File: config.mk
export PLATFORM = sky130hd
export DESIGN_NAME = button_press_repeat_qualifier_core
export DESIGN_NICKNAME = d
export VERILOG_FILES = /design/src/rtl/core/bprq_pkg.sv /design/src/rtl/core/bprq_lane.sv /design/src/rtl/core/bprq_merge.sv /design/src/rtl/core/button_press_repeat_qualifier_core.sv
export VERILOG_INCLUDE_DIRS = /design/src /design/src/rtl/core
export SDC_FILE = /design/constraint.sdc
export NUM_CORES = 1
export LEC_CHECK = 0
export BUFFER_PORTS_ARGS = -buffer_cell sky130_fd_sc_hd__buf_2
export CORE_MARGIN = 5
export CORE_UTILIZATION = 46
export DETAILED_ROUTE_END_ITERATION = 8
export GPL_ROUTABILITY_DRIVEN = 0
export SLEW_MARGIN = 30
export SYNTH_ARGS = -nofsm -noshare
export SYNTH_HDL_FRONTEND = slang
export SYNTH_SLANG_ARGS = --single-unit
File: constraint.sdc
create_clock -name clk_i -period 5.18 [get_ports clk_i]
set_input_delay 0.518 -clock clk_i [delete_from_list [all_inputs] [get_ports clk_i]]
set_output_delay 0.518 -clock clk_i [all_outputs]
set_load 0.05 [all_outputs]
File: src/rtl/core/assert_macros.svh
// Assertion macros shared by the button qualifier RTL.
// Included by modules that carry concurrent assertions; no other dependencies.
`ifndef ASSERT_MACROS_SVH
`define ASSERT_MACROS_SVH
`ifndef SYNTH
`define ASSERT_RST(lbl, clk, rst_n, prop) \
  lbl: assert property (@(posedge clk) disable iff (!rst_n) prop) \
    else $error("assertion failed");
`define ASSERT_ALWAYS(lbl, clk, prop) \
  lbl: assert property (@(posedge clk) prop) else $error("assertion failed");
`else
`define ASSERT_RST(lbl, clk, rst_n, prop)
`define ASSERT_ALWAYS(lbl, clk, prop)
`endif
`endif

File: src/rtl/core/bprq_pkg.sv
// Package for the button press repeat qualifier: sizes, register map and payload types.
// Used by every module of the block; depends on nothing.
`timescale 1ns / 1ps
package bprq_pkg;

  localparam int NUM_BUTTONS       = 6;
  localparam int EXIT_BUTTON_INDEX = 4;
  localparam int NUM_REGS          = 4;
  localparam int REG_IDX_W         = $clog2(NUM_REGS);
  localparam int PADDR_W           = REG_IDX_W + 2;

  typedef enum logic [REG_IDX_W-1:0] {
    REG_LONG_PRESS   = 2'd0,
    REG_FIRST_REPEAT = 2'd1,
    REG_NEXT_REPEAT  = 2'd2,
    REG_HAPTIC_MASK  = 2'd3
  } reg_idx_e;

  localparam logic [15:0]            LONG_PRESS_RESET   = 16'd500;
  localparam logic [7:0]             FIRST_REPEAT_RESET = 8'd30;
  localparam logic [7:0]             NEXT_REPEAT_RESET  = 8'd5;
  localparam logic [NUM_BUTTONS-1:0] HAPTIC_MASK_RESET  = NUM_BUTTONS'(1);

  typedef struct packed {
    logic [15:0]            long_press_ticks;
    logic [7:0]             first_repeat_polls;
    logic [7:0]             next_repeat_polls;
    logic [NUM_BUTTONS-1:0] haptic_enable_mask;
  } cfg_t;

  typedef struct packed {
    logic [15:0]            now_ticks;
    logic [NUM_BUTTONS-1:0] button_levels;
    logic                   power_level;
    logic                   charge_level;
    logic                   waiting_for_left;
  } poll_t;

  typedef struct packed {
    logic [NUM_BUTTONS-1:0] short_events;
    logic [NUM_BUTTONS-1:0] long_events;
    logic [NUM_BUTTONS-1:0] haptic_pulses;
    logic                   select_held;
    logic                   left_exit;
    logic                   power_request;
    logic                   charging_started;
    logic                   charging_stopped;
    logic                   battery_read_request;
  } result_t;

  typedef struct packed {
    logic short_ev;
    logic long_ev;
    logic haptic;
    logic exit_set;
    logic exit_clr;
  } lane_ev_t;

endpackage

File: src/rtl/core/bprq_lane.sv
// One button lane: press, long-press and auto-repeat qualification for a single button.
// Depends on bprq_pkg.
`timescale 1ns / 1ps
module bprq_lane
  import bprq_pkg::*;
(
  input  logic        clk_i,
  input  logic        rst_ni,
  input  logic        accept_i,
  input  logic        level_i,
  input  logic        is_exit_i,
  input  logic        haptic_en_i,
  input  logic        waiting_i,
  input  logic [15:0] now_i,
  input  cfg_t        cfg_i,
  output lane_ev_t    ev_o
);

  logic        prev_q, prev_d;
  logic        fired_q, fired_d;
  logic [7:0]  cnt_q, cnt_d;
  logic [15:0] start_q, start_d;
  logic [15:0] held;

  assign held = now_i - start_q;

  always_comb begin
    prev_d  = level_i;
    fired_d = fired_q;
    cnt_d   = cnt_q;
    start_d = start_q;
    ev_o    = '0;
    if (!level_i) begin
      if (prev_q) begin
        start_d     = now_i;
        fired_d     = 1'b0;
        cnt_d       = cfg_i.first_repeat_polls;
        ev_o.haptic = haptic_en_i;
      end else begin
        if (!fired_q && (held >= cfg_i.long_press_ticks)) begin
          fired_d      = 1'b1;
          ev_o.long_ev = 1'b1;
        end
        if (cnt_q == 8'd0) begin
          ev_o.short_ev = 1'b1;
          cnt_d         = cfg_i.next_repeat_polls;
        end else begin
          cnt_d = cnt_q - 8'd1;
        end
      end
    end else if (!prev_q) begin
      cnt_d = 8'd0;
      if (!fired_q) begin
        if (waiting_i && is_exit_i) begin
          ev_o.exit_set = 1'b1;
        end else begin
          ev_o.short_ev = 1'b1;
          ev_o.exit_clr = 1'b1;
        end
      end
    end
  end

  always_ff @(posedge clk_i or negedge rst_ni) begin
    if (!rst_ni) begin
      prev_q  <= 1'b1;
      fired_q <= 1'b0;
      cnt_q   <= 8'd0;
      start_q <= 16'd0;
    end else if (accept_i) begin
      prev_q  <= prev_d;
      fired_q <= fired_d;
      cnt_q   <= cnt_d;
      start_q <= start_d;
    end
  end

endmodule

File: src/rtl/core/bprq_merge.sv
// Merging stage: combines lane events into one result and tracks exit and charge state.
// Depends on bprq_pkg.
`timescale 1ns / 1ps
module bprq_merge
  import bprq_pkg::*;
(
  input  logic     clk_i,
  input  logic     rst_ni,
  input  logic     accept_i,
  input  poll_t    poll_i,
  input  lane_ev_t ev_i [NUM_BUTTONS],
  output result_t  res_o
);

  logic exit_q, exit_d;
  logic was_chg_q, was_chg_d;
  logic known_q, known_d;
  logic is_chg;
  logic chg_event;

  assign is_chg    = ~poll_i.charge_level;
  assign chg_event = ~known_q | (is_chg ^ was_chg_q);

  always_comb begin
    exit_d = exit_q;
    for (int i = 0; i < NUM_BUTTONS; i++) begin
      if (ev_i[i].exit_set) begin
        exit_d = 1'b1;
      end else if (ev_i[i].exit_clr) begin
        exit_d = 1'b0;
      end
    end
    was_chg_d = chg_event ? is_chg : was_chg_q;
    known_d   = 1'b1;
  end

  always_comb begin
    res_o = '0;
    for (int i = 0; i < NUM_BUTTONS; i++) begin
      res_o.short_events[i]  = ev_i[i].short_ev;
      res_o.long_events[i]   = ev_i[i].long_ev;
      res_o.haptic_pulses[i] = ev_i[i].haptic;
    end
    res_o.select_held          = ~poll_i.button_levels[0];
    res_o.left_exit            = exit_d;
    res_o.power_request        = ~poll_i.power_level;
    res_o.charging_started     = chg_event & is_chg;
    res_o.charging_stopped     = chg_event & ~is_chg;
    res_o.battery_read_request = chg_event;
  end

  always_ff @(posedge clk_i or negedge rst_ni) begin
    if (!rst_ni) begin
      exit_q    <= 1'b0;
      was_chg_q <= 1'b0;
      known_q   <= 1'b0;
    end else if (accept_i) begin
      exit_q    <= exit_d;
      was_chg_q <= was_chg_d;
      known_q   <= known_d;
    end
  end

endmodule

File: src/rtl/core/button_press_repeat_qualifier_core.sv
// Top level of the button press repeat qualifier: register port, button lanes,
// merging stage and output register. Depends on bprq_pkg, bprq_lane, bprq_merge.
//
// Usage: each input transaction on in_valid_i/in_ready_o carries one poll of the
// buttons, the power and charge levels and the exit-wait flag. Every poll gives
// exactly one output transaction on out_valid_o/out_ready_i with the short,
// long and haptic bits per button and the power and charge pulses.
// The result shows in the cycle after acceptance; one poll is taken per cycle
// while the receiver takes each result; each button lane updates its state in
// the cycle of acceptance and the merging stage resolves the exit flag in the
// same cycle, so the single output register sets the rate.
// When the receiver stalls, the result holds in the output register and
// in_ready_o is low until it is taken.
// Reset clears all button state to released, the charge state to unknown (the
// first poll then reports it) and loads the register reset values. The APB-style
// register port has pready always high; registers lie at byte addresses 0, 4, 8
// and 12. Write them only while the block is idle; it is not enforced.
`timescale 1ns / 1ps
`include "assert_macros.svh"
module button_press_repeat_qualifier_core
  import bprq_pkg::*;
(
  input  logic               clk_i,
  input  logic               rst_ni,
  input  logic               in_valid_i,
  output logic               in_ready_o,
  input  poll_t              in_data_i,
  output logic               out_valid_o,
  input  logic               out_ready_i,
  output result_t            out_data_o,
  input  logic               psel,
  input  logic               penable,
  input  logic               pwrite,
  input  logic [PADDR_W-1:0] paddr,
  input  logic [31:0]        pwdata,
  output logic [31:0]        prdata,
  output logic               pready
);

  cfg_t     cfg_q;
  logic     cfg_we;
  reg_idx_e reg_idx;
  logic     accept;
  logic     out_valid_q;
  result_t  out_q;
  result_t  res;
  lane_ev_t ev [NUM_BUTTONS];

  assign pready  = 1'b1;
  assign cfg_we  = psel & penable & pwrite;
  assign reg_idx = reg_idx_e'(paddr[PADDR_W-1:2]);

  always_ff @(posedge clk_i or negedge rst_ni) begin
    if (!rst_ni) begin
      cfg_q.long_press_ticks   <= LONG_PRESS_RESET;
      cfg_q.first_repeat_polls <= FIRST_REPEAT_RESET;
      cfg_q.next_repeat_polls  <= NEXT_REPEAT_RESET;
      cfg_q.haptic_enable_mask <= HAPTIC_MASK_RESET;
    end else if (cfg_we) begin
      unique case (reg_idx)
        REG_LONG_PRESS:   cfg_q.long_press_ticks   <= pwdata[15:0];
        REG_FIRST_REPEAT: cfg_q.first_repeat_polls <= pwdata[7:0];
        REG_NEXT_REPEAT:  cfg_q.next_repeat_polls  <= pwdata[7:0];
        REG_HAPTIC_MASK:  cfg_q.haptic_enable_mask <= pwdata[NUM_BUTTONS-1:0];
        default: ;
      endcase
    end
  end

  always_comb begin
    prdata = '0;
    unique case (reg_idx)
      REG_LONG_PRESS:   prdata = 32'(cfg_q.long_press_ticks);
      REG_FIRST_REPEAT: prdata = 32'(cfg_q.first_repeat_polls);
      REG_NEXT_REPEAT:  prdata = 32'(cfg_q.next_repeat_polls);
      REG_HAPTIC_MASK:  prdata = 32'(cfg_q.haptic_enable_mask);
      default:          prdata = '0;
    endcase
  end

  assign in_ready_o = ~out_valid_q | out_ready_i;
  assign accept     = in_valid_i & in_ready_o;

  for (genvar g = 0; g < NUM_BUTTONS; g++) begin : g_lane
    bprq_lane u_lane (
      .clk_i       (clk_i),
      .rst_ni      (rst_ni),
      .accept_i    (accept),
      .level_i     (in_data_i.button_levels[g]),
      .is_exit_i   ((g == EXIT_BUTTON_INDEX) ? 1'b1 : 1'b0),
      .haptic_en_i (cfg_q.haptic_enable_mask[g]),
      .waiting_i   (in_data_i.waiting_for_left),
      .now_i       (in_data_i.now_ticks),
      .cfg_i       (cfg_q),
      .ev_o        (ev[g])
    );
  end

  bprq_merge u_merge (
    .clk_i    (clk_i),
    .rst_ni   (rst_ni),
    .accept_i (accept),
    .poll_i   (in_data_i),
    .ev_i     (ev),
    .res_o    (res)
  );

  always_ff @(posedge clk_i or negedge rst_ni) begin
    if (!rst_ni) begin
      out_valid_q <= 1'b0;
    end else if (in_ready_o) begin
      out_valid_q <= in_valid_i;
    end
  end

  always_ff @(posedge clk_i) begin
    if (accept) begin
      out_q <= res;
    end
  end

  assign out_valid_o = out_valid_q;
  assign out_data_o  = out_q;

  `ASSERT_RST(a_accept_gives_result, clk_i, rst_ni, accept |=> out_valid_q)
  `ASSERT_RST(a_stall_blocks_input, clk_i, rst_ni, (out_valid_q && !out_ready_i) |-> !in_ready_o)
  `ASSERT_RST(a_select_follows_poll, clk_i, rst_ni, accept |=> (out_q.select_held == !$past(in_data_i.button_levels[0])))
  `ASSERT_RST(a_power_follows_poll, clk_i, rst_ni, accept |=> (out_q.power_request == !$past(in_data_i.power_level)))

endmodule
==> results of run 1 <==
## worst max-delay path, cell delays in order
cell	delay [ns]
sky130_fd_sc_hd__buf_2	0.17
sky130_fd_sc_hd__inv_1	0.46
sky130_fd_sc_hd__fa_1	0.33
sky130_fd_sc_hd__nor2b_1	0.07
sky130_fd_sc_hd__o31a_1	0.27
sky130_fd_sc_hd__o31ai_1	0.58
sky130_fd_sc_hd__nand2_1	0.16
sky130_fd_sc_hd__nor2_1	0.17
sky130_fd_sc_hd__xnor2_1	0.15
sky130_fd_sc_hd__ha_1	0.28
sky130_fd_sc_hd__o21ai_0	0.22
sky130_fd_sc_hd__o21bai_1	0.09
sky130_fd_sc_hd__a211oi_1	0.25
sky130_fd_sc_hd__o21ai_0	0.12
sky130_fd_sc_hd__a21oi_1	0.28
sky130_fd_sc_hd__nor2_1	0.07
sky130_fd_sc_hd__o21a_1	0.17
## metal layers
layer / up-vias / wire length, um / part of all wire (%)
li1: 6552 / - / -
met1: 6498 / 19900 / 44
met2: 273 / 21400 / 48
met3: 84 / 1850 / 4.1
met4: 0 / 1700 / 3.8
met5: - / 0 / 0
## worst paths after layout
check | slack, ns | startpoint | end
worst min register to register | 0.48 | g_lane[3].u_lane.start_q[0]$_DFFE_PN0P_ | g_lane[3].u_lane.start_q[0]$_DFFE_PN0P_
max in group asynchronous | 3.48 | rst_ni | g_lane[1].u_lane.start_q[11]$_DFFE_PN0P_
worst min-delay path | 0.14 | pwdata[14] | cfg_q[36]$_DFFE_PN0P_
worst max register to register | 1.41 | g_lane[2].u_lane.start_q[2]$_DFFE_PN0P_ | g_lane[2].u_lane.fired_q$_DFFE_PN0P_
min in group asynchronous | 0.53 | rst_ni | u_merge.was_chg_q$_DFFE_PN0P_
worst max-delay path | 1.28 | in_data_i[10] | g_lane[2].u_lane.fired_q$_DFFE_PN0P_
## final cells by class
| cell class | count | area, um2 |
|---|---|---|
| well taps | 461 | 577 |
| inverters | 142 | 533 |
| multi-input cells | 1370 | 10200 |
| clock buffers | 43 | 847 |
| flip-flops and latches | 222 | 5700 |
| fillers | 3345 | 17200 |
| repair buffers | 96 | 517 |
| clock inverters | 7 | 125 |
## kinds of logic (layout without fill, tap and decap cells)
family                   after synthesis  after routing  share of synthesized area (%)
buffers and inverters                212            288                           5.26
XOR/XNOR                              94             94                           4.93
AND/OR/NAND/NOR                      431            431                           12.0
flip-flops                           222            222                           34.2
AO/OA/AOI/OAI                        488            488                           18.5
adder cells (fa/ha/maj)              204            204                           15.6
other                                  2             17                         0.0450
multiplexers                         136            136                           9.56
## sequential cells by signal (all words and copies together), names as in the netlist
name and flops:
g_lane.u_lane.prev_q 6, cfg_q 38, g_lane.u_lane.fired_q 6, u_merge.exit_q 1, out_data_o 24, g_lane.u_lane.start_q 96
out_valid_o 1, u_merge.known_q 1, u_merge.was_chg_q 1, g_lane.u_lane.cnt_q 48
## layout by cell type (no fill, tap or decap), types with 9 or more instances in the layout
cell type	synthesis	routed
sky130_fd_sc_hd__a211oi_1	40	40
sky130_fd_sc_hd__a21o_1	32	32
sky130_fd_sc_hd__a21oi_1	139	139
sky130_fd_sc_hd__a311oi_1	12	12
sky130_fd_sc_hd__a31oi_1	16	16
sky130_fd_sc_hd__buf_2	15	90
sky130_fd_sc_hd__clkbuf_16	0	28
sky130_fd_sc_hd__clkbuf_8	0	10
sky130_fd_sc_hd__conb_1	2	17
sky130_fd_sc_hd__dfrtp_1	179	179
sky130_fd_sc_hd__dfstp_2	19	19
sky130_fd_sc_hd__edfxtp_1	24	24
sky130_fd_sc_hd__ha_1	198	198
sky130_fd_sc_hd__inv_1	141	141
sky130_fd_sc_hd__mux2_2	127	127
sky130_fd_sc_hd__nand2_1	146	145
sky130_fd_sc_hd__nand2b_1	27	27
sky130_fd_sc_hd__nand3_1	10	10
sky130_fd_sc_hd__nand4_1	17	17
sky130_fd_sc_hd__nor2_1	126	126
sky130_fd_sc_hd__nor2b_1	17	17
sky130_fd_sc_hd__nor3_1	35	34
sky130_fd_sc_hd__o21a_1	38	38
sky130_fd_sc_hd__o21ai_0	87	87
sky130_fd_sc_hd__o21ai_1	46	46
sky130_fd_sc_hd__o31a_1	9	9
sky130_fd_sc_hd__or3_1	13	13
sky130_fd_sc_hd__xnor2_1	74	74
sky130_fd_sc_hd__xor2_1	20	20
## stage by stage
step                cell area, um2  hold slack (ns)  worst slack (ns)
floorplan                    16700            0.222              1.63
global placement             17500            0.468             0.854
detailed placement           17500            0.476             0.743
CTS                          18500            0.124              1.33
global route                 18500            0.136              1.01
finish                       18500            0.142              1.28
## power breakdown
part / internal, W / leakage (nW) / switching (W) / total, W
registers: 0.00233 / 2.64 / 0.000574 / 0.00290
logic: 0.00256 / 5.28 / 0.00321 / 0.00576
clock network: 0.00127 / 0.481 / 0.000788 / 0.00206
total: 0.00615 / 8.40 / 0.00457 / 0.0107
==> impl_summary.txt, run 1 <==
----------------------------------------------------
[Status]
  Result of the run ... finished, final reports clean

[Logic synthesis]
  Share of the yosys chip area belonging to registers ... 34.2%
  Commonest cells in the synthesized netlist ... 198 x sky130_fd_sc_hd__ha_1, 179 x sky130_fd_sc_hd__dfrtp_1, 146 x sky130_fd_sc_hd__nand2_1, 141 x sky130_fd_sc_hd__inv_1, 139 x sky130_fd_sc_hd__a21oi_1
  Cell area after technology mapping ... 16,700 um2
  Synthesized area per cell ... 9.33 um2
  Synth top area cells ... sky130_fd_sc_hd__dfrtp_1 27%, sky130_fd_sc_hd__ha_1 15%, sky130_fd_sc_hd__mux2_2 8.6%
  Share of the synthesized area in the top cell type ... between 20% and 30%
  Dominant register cell in the synthesized netlist ... sky130_fd_sc_hd__dfrtp_1
  Number of warnings reported in the yosys synthesis log ... 0
  Async S/R FF share, synth ... 89.2%
  Synthesized instance count ... between 1,500 and 2,000
  Unique masters post-synth ... 76
  Most instantiated library cell after synthesis ... sky130_fd_sc_hd__ha_1
  Register bit count reported by yosys ... 222
  Cell type contributing the most total cell area after synthesis ... sky130_fd_sc_hd__dfrtp_1
  Number of flops mapped to enable cells by yosys ... 24

[STA]
  Worst relative slew slack ... 38.7%
  Achievable Freq ... 257 MHz
  Number of failing hold endpoints at the final stage ... 0
  TNS Setup ... 0 ns
  Count of final setup violators ... 0
  Slew at the pin with the worst max-slew slack ... 0.917 ns
  Unrepaired setup endpoints after global routing ... false
  Max-slew violation count ... 0
  Period Utilization, post-route ... 75.3%
  Setup Skew ... 0.0259 ns
  Clock period minus final worst setup slack ... 3.90 ns

[Die]
  DIE AREA ... roughly 40,000 um2
  DIE WIDTH ... 200 um
  Count of standard-cell rows ... 69
  Vertical die dimension ... 200 um
  Placeable core area ... 35,700 um2
  Effective utilization at floorplan ... 46.8%
  I/O Pins ... 127

[Cells and area]
  Fin util ... 51.8%
  NumNets Final ... approximately 2,100
  Ratio of cells with drive above 1 in the final layout ... 16.8%
  N_diodes ... 0
  Non-filler instance count after layout ... 2,341
  Area growth from synthesis to final layout ... 10.7%

[Clock tree]
  CTS sink cnt ... 222
  Clock Latency Late Sink ... just under 0.6 ns
  Maximum number of buffers from clock root to sink ... 3
  CTS Buf Count ... 27
  CTS-repair resized insts ... 0
  Quantity of hold-fixing buffers added after cts ... 1
  CTS root buffer ... sky130_fd_sc_hd__clkbuf_16
  Post-CTS setup buffer count ... 0
  Depth of the CTS H-tree ... 1
  Worst-path clk slew ... 0.06 ns
  CTS tree ... yes

[Worst setup path]
  Endpoint arrival time on the critical path ... ~4.4 ns
  Crit-path max FO ... 12
  Cells on worst reg2reg path ... 16
  WS Path Type ... input port to flip-flop
  Kind of end point of the critical path ... flip-flop
  Startpoint class of the critical path ... input port
  Required arrival time at the worst endpoint ... 5.65 ns

[Drt]
  DR vias/cell ... 5.73
  Routed via count ... 13,400
  Overall routed net length ... between 40,000 and 50,000 um
  Drt pass-1 iters ... 6
  Wirelength per Cell ... 19.1 um
  Post-detailed-route DRC marker count ... 0
  Post-DRT Antenna Nets ... 0
  Drt initial violations ... 844

[Placement]
  Number of placed instances, taps included ... 2,290
  Detail Placement HPWL ... 33,100 um
  Input/output buffers ... 91

[Hold path]
  Worst hold path depth ... 3
  Type of the tightest min-delay check ... input port to flip-flop

[Global routing]
  Met3 Usage GRT ... 2.55%
  Pin count of the biggest net entering global routing ... around 120
  Most used routing layer in global routing ... met2
  Overall routing resource usage ... 21.8%
  Initial antenna violation count ... 0
  GR Util met2 ... 37.7%
  Number of global-route vias before repair ... about 13,000
  Met1 Resource Use GR ... between 20 and 30%
  First-pass GRT wire length ... 71,200 um
  GRT Residual Overflow ... 0

[Power and ir drop]
  Worst voltage drop across the vdd grid ... 0.343 mV
  Power after layout ... 0.0107 W
  Leakage power figure ... 8.40 nW
  Areal power density over the cells ... 581 nW/um2

[Job]
  Max Cap Viol ... 0

----------------------------------------------------
Note: power is estimated with default switching activity, not from simulation.
==> run 2: changes to the inputs <==
--- a/config.mk
+++ b/config.mk
@@ -6,11 +6,13 @@
 export SDC_FILE = /design/constraint.sdc
 export NUM_CORES = 1
 export LEC_CHECK = 0
+export ABC_AREA = 1
 export BUFFER_PORTS_ARGS = -buffer_cell sky130_fd_sc_hd__buf_2
 export CORE_MARGIN = 5
 export CORE_UTILIZATION = 46
 export DETAILED_ROUTE_END_ITERATION = 8
 export GPL_ROUTABILITY_DRIVEN = 0
+export PLACE_DENSITY = 0.66
 export SLEW_MARGIN = 30
 export SYNTH_ARGS = -nofsm -noshare
 export SYNTH_HDL_FRONTEND = slang
==> constraint.sdc (replaced) <==
create_clock -name clk_i -period 3.3 [get_ports clk_i]
set_input_delay 0.33 -clock clk_i [delete_from_list [all_inputs] [get_ports clk_i]]
set_output_delay 0.33 -clock clk_i [all_outputs]
set_load 0.05 [all_outputs]
==> run 2 against run 1 <==
  * Clock skew down 0.017 ns
  * Design area grew 5.3%
  * Critical path depth unchanged
  * Sequential cell count did not move
  * Cell count is 25% higher
  * Synthesized area rose by 4.0%
  * Register-to-register slack lost 1.2 ns
  * Clock power grew 67%
  * Worst hold slack worse by 0.13 ns
  * Synthesized cell count increased by 29%
  * Worst setup slack got worse by 1.1 ns
  * Critical path type is now flip-flop to flip-flop
  * Highest routed layer unchanged
==> impl_summary.txt, run 2 <==
----------------------------------------------------
[Worst setup path]
  Required arrival time at the worst endpoint ... 3.63 ns
  Kind of end point of the critical path ... flip-flop
  Most common cell on crit path ... sky130_fd_sc_hd__nand2_1
  Crit-path max FO ... 4
  Startpoint class of the critical path ... flip-flop
  WS Path Type ... flip-flop to flip-flop
  Worst path cell trace ... inv_1 -> ha_1 -> a21oi_1 -> o21ai_0 -> inv_1 -> nand2_1 -> nand3_1 -> nand2_1 -> xor2_1 -> ha_1 -> nand2_1 -> o21bai_1 -> nand2_1 -> a21oi_1 -> nand3_1 -> nand3_1 -> inv_1
  Stage delay of the slowest cell on the critical path ... about 0.35 ns
  CP max-delay cell ... sky130_fd_sc_hd__dfrtp_1
  Endpoint arrival time on the critical path ... approximately 3.4 ns

[Die]
  Vertical die dimension ... 204 um
  Placeable core area ... 37,500 um2
  Effective utilization at floorplan ... a little under half
  DIE AREA ... 41,700 um2
  I/O Pins ... 127
  Count of standard-cell rows ... 71
  DIE WIDTH ... 204 um

[Cells and area]
  # fillers ... about 3,700
  Register with the most flip-flops ... g_lane.u_lane.start_q
  Max reg flops ... 96
  Post-route cell area ... 19,500 um2
  Ratio of cells with drive above 1 in the final layout ... 9.00%
  Biggest regs ... g_lane.u_lane.start_q x96, g_lane.u_lane.cnt_q x48, cfg_q x38
  Area growth from synthesis to final layout ... 12.1%
  N_diodes ... 0
  Top library cells by usage in the layout, fill and taps aside ... 513 x sky130_fd_sc_hd__nand2_1, 313 x sky130_fd_sc_hd__inv_1, 204 x sky130_fd_sc_hd__a21oi_1
  NumNets Final ... 2,663
  Most common library cell in the layout ignoring fill and taps ... sky130_fd_sc_hd__nand2_1

[Placement]
  Total cell area at the placement stage ... around 18,000 um2
  Detail Placement HPWL ... 37,100 um
  Input/output buffers ... 91

[Logic synthesis]
  Async S/R FF share, synth ... between 80% and 90%
  Synth top area cells ... sky130_fd_sc_hd__dfrtp_1 26%, sky130_fd_sc_hd__ha_1 14%, sky130_fd_sc_hd__nand2_1 11%
  Synthesized instance count ... 2,299
  Number of warnings reported in the yosys synthesis log ... 0
  Unique masters post-synth ... 47
  Synthesized area per cell ... 7.55 um2
  Dominant register cell in the synthesized netlist ... sky130_fd_sc_hd__dfrtp_1
  Cell type contributing the most total cell area after synthesis ... sky130_fd_sc_hd__dfrtp_1
  Most instantiated library cell after synthesis ... sky130_fd_sc_hd__nand2_1
  Register bit count reported by yosys ... roughly 220
  Number of flops mapped to enable cells by yosys ... 24
  Share of the synthesized area in the top cell type ... 25.8%
  Cell area after technology mapping ... 17,400 um2
  Share of the yosys chip area belonging to registers ... 32.8%
  Commonest cells in the synthesized netlist ... 520 x sky130_fd_sc_hd__nand2_1, 313 x sky130_fd_sc_hd__inv_1, 206 x sky130_fd_sc_hd__a21oi_1, 198 x sky130_fd_sc_hd__ha_1, 186 x sky130_fd_sc_hd__o21ai_0

[Clock tree]
  Depth of the CTS H-tree ... 1
  Post-CTS setup buffer count ... 0
  Clock Latency Late Sink ... 0.57 ns
  Worst-path clk slew ... 0.06 ns
  CTS tree ... yes
  CTS Buf Count ... 27
  CTS sink cnt ... about 220
  Maximum number of buffers from clock root to sink ... 3
  CTS root buffer ... sky130_fd_sc_hd__clkbuf_16

[Status]
  Result of the run ... finished, final reports clean

[STA]
  Setup Skew ... between 0.008 and 0.009 ns
  Count of final setup violators ... 0
  Clock period minus final worst setup slack ... 3.11 ns
  Period Utilization, post-route ... 94.2%
  Achievable Freq ... 322 MHz
  Slew at the pin with the worst max-slew slack ... 0.738 ns
  Max-slew violation count ... 0
  Number of failing hold endpoints at the final stage ... 0
  Worst relative slew slack ... about 50%
  Unrepaired setup endpoints after global routing ... false

[Global routing]
  First-pass GRT wire length ... 78,000 um
  GRT Residual Overflow ... 0
  Overall routing resource usage ... 22.9%
  Number of global-route vias before repair ... 14,800
  Pin count of the biggest net entering global routing ... 73
  Initial antenna violation count ... 0

[Power and ir drop]
  Worst voltage drop across the vdd grid ... roughly 0.44 mV
  Areal power density over the cells ... 733 nW/um2
  Power after layout ... 0.0143 W
  Leakage power figure ... 9.93 nW

[Drt]
  Post-detailed-route DRC marker count ... 0
  DR vias/cell ... between 5 and 6
  Overall routed net length ... between 40,000 and 50,000 um
  Wirelength per Cell ... about 17 um
  Drt pass-1 iters ... 5
  Routed via count ... ~16,000
  Drt initial violations ... 1,207
  Post-DRT Antenna Nets ... 0

[Job]
  Max Cap Viol ... 0

[Hold path]
  Type of the tightest min-delay check ... input port to flip-flop

----------------------------------------------------
-- run 2: cell count changes after synthesis, moves of 27 or more --
cell                       change
sky130_fd_sc_hd__a211oi_1     -39
sky130_fd_sc_hd__a21oi_1      +67
sky130_fd_sc_hd__a22oi_1      +39
sky130_fd_sc_hd__inv_1       +172
sky130_fd_sc_hd__mux2_2      -127
sky130_fd_sc_hd__nand2_1     +374
sky130_fd_sc_hd__nand2b_1     -27
sky130_fd_sc_hd__nand3_1     +115
sky130_fd_sc_hd__o21a_1       -31
sky130_fd_sc_hd__o21ai_0      +99
sky130_fd_sc_hd__o21ai_1      -40
sky130_fd_sc_hd__xnor2_1      -42
sky130_fd_sc_hd__xor2_1       +36
-- run 2: final cells by class --
| cell class | count | area [um2] | area share, % |
|---|---|---|---|
| sequential | 222 | 5700 | 29.3 |
| timing repair buffer | 118 | 724 | 3.72 |
| clock inverter | 11 | 201 | 1.04 |
| tap | 511 | 639 | 3.29 |
| clock buffer | 39 | 836 | 4.30 |
| inverter | 314 | 1180 | 6.08 |
| multi-input combinational | 1708 | 10200 | 52.3 |
-- run 2: layer usage --
layer,share of wire (%),vias to the layer above,track usage [%]
li1,-,7825,-
met1,44,7224,31.1
met2,46,503,38.3
met3,5.5,111,2.79
met4,3.9,0,7.47
met5,0,-,0
-- run 2: kinds of logic (layout without fill, tap and decap cells) --
kind of cell,after synthesis,after routing,share of synthesized area [%]
AND/OR/NAND/NOR,860,860,20.6
AO/OA/AOI/OAI,539,539,17.8
adder cells (fa/ha/maj),204,204,15.0
flip-flops,222,222,32.8
XOR/XNOR,88,88,4.44
other,2,17,0.0433
buffers and inverters,384,482,9.25
-- run 2: critical path, delay by kind of cell (launching register included) --
family | cells | cell delay, ns
buf+inv | 3 | 0.17
flops | 1 | 0.35
compound gates | 4 | 0.70
xor+xnor | 1 | 0.24
simple gates | 7 | 0.78
fa+ha+maj | 2 | 0.63
-- run 2: power breakdown --
part	internal [W]	leakage [nW]	total (W)	switching, W
clock	0.00216	0.506	0.00344	0.00128
sequential	0.00344	2.63	0.00395	0.000511
combinational	0.00258	6.80	0.00689	0.00431
-- run 2: final timing paths --
check | startpoint | to | slack, ns | depth (start not counted)
worst max-delay path | g_lane[3].u_lane.start_q[4]$_DFFE_PN0P_ | out_data_o[15]$_SDFFCE_PP0P_ | 0.19 | 17
worst min-delay path | pwdata[13] | cfg_q[35]$_DFFE_PN0P_ | 0.02 | 3
min in group asynchronous | rst_ni | g_lane[2].u_lane.cnt_q[7]$_DFFE_PN0P_ | 0.33 | 2
worst min register to register | g_lane[1].u_lane.start_q[6]$_DFFE_PN0P_ | g_lane[1].u_lane.start_q[6]$_DFFE_PN0P_ | 0.48 | 2
worst max register to register | g_lane[3].u_lane.start_q[4]$_DFFE_PN0P_ | out_data_o[15]$_SDFFCE_PP0P_ | 0.19 | 17
max in group asynchronous | rst_ni | g_lane[5].u_lane.cnt_q[7]$_DFFE_PN0P_ | 2.05 | 3
-- run 2: repair_timing --
item                                   CTS  global route
hold buffers                             8             0
setup endpoints to repair                0             6
gates resized for setup                  0            11
endpoints found under the hold margin   58             0
-- run 2: through the flow --
step | utilization [%] | worst slack [ns] | hold slack, ns | cells | setup TNS, ns
finish | 51.9 | 0.190 | 0.0159 | 2923 | 0
floorplan | - | 0.447 | 0.0344 | 2314 | 0
CTS | 51.7 | 0.178 | 0.00149 | 2923 | 0
global route | 51.9 | 0.00352 | 0.0337 | 2923 | 0
global placement | 48.8 | 0.0213 | 0.385 | 2865 | 0
detailed placement | 48.8 | -0.0375 | 0.395 | 2865 | -0.0394
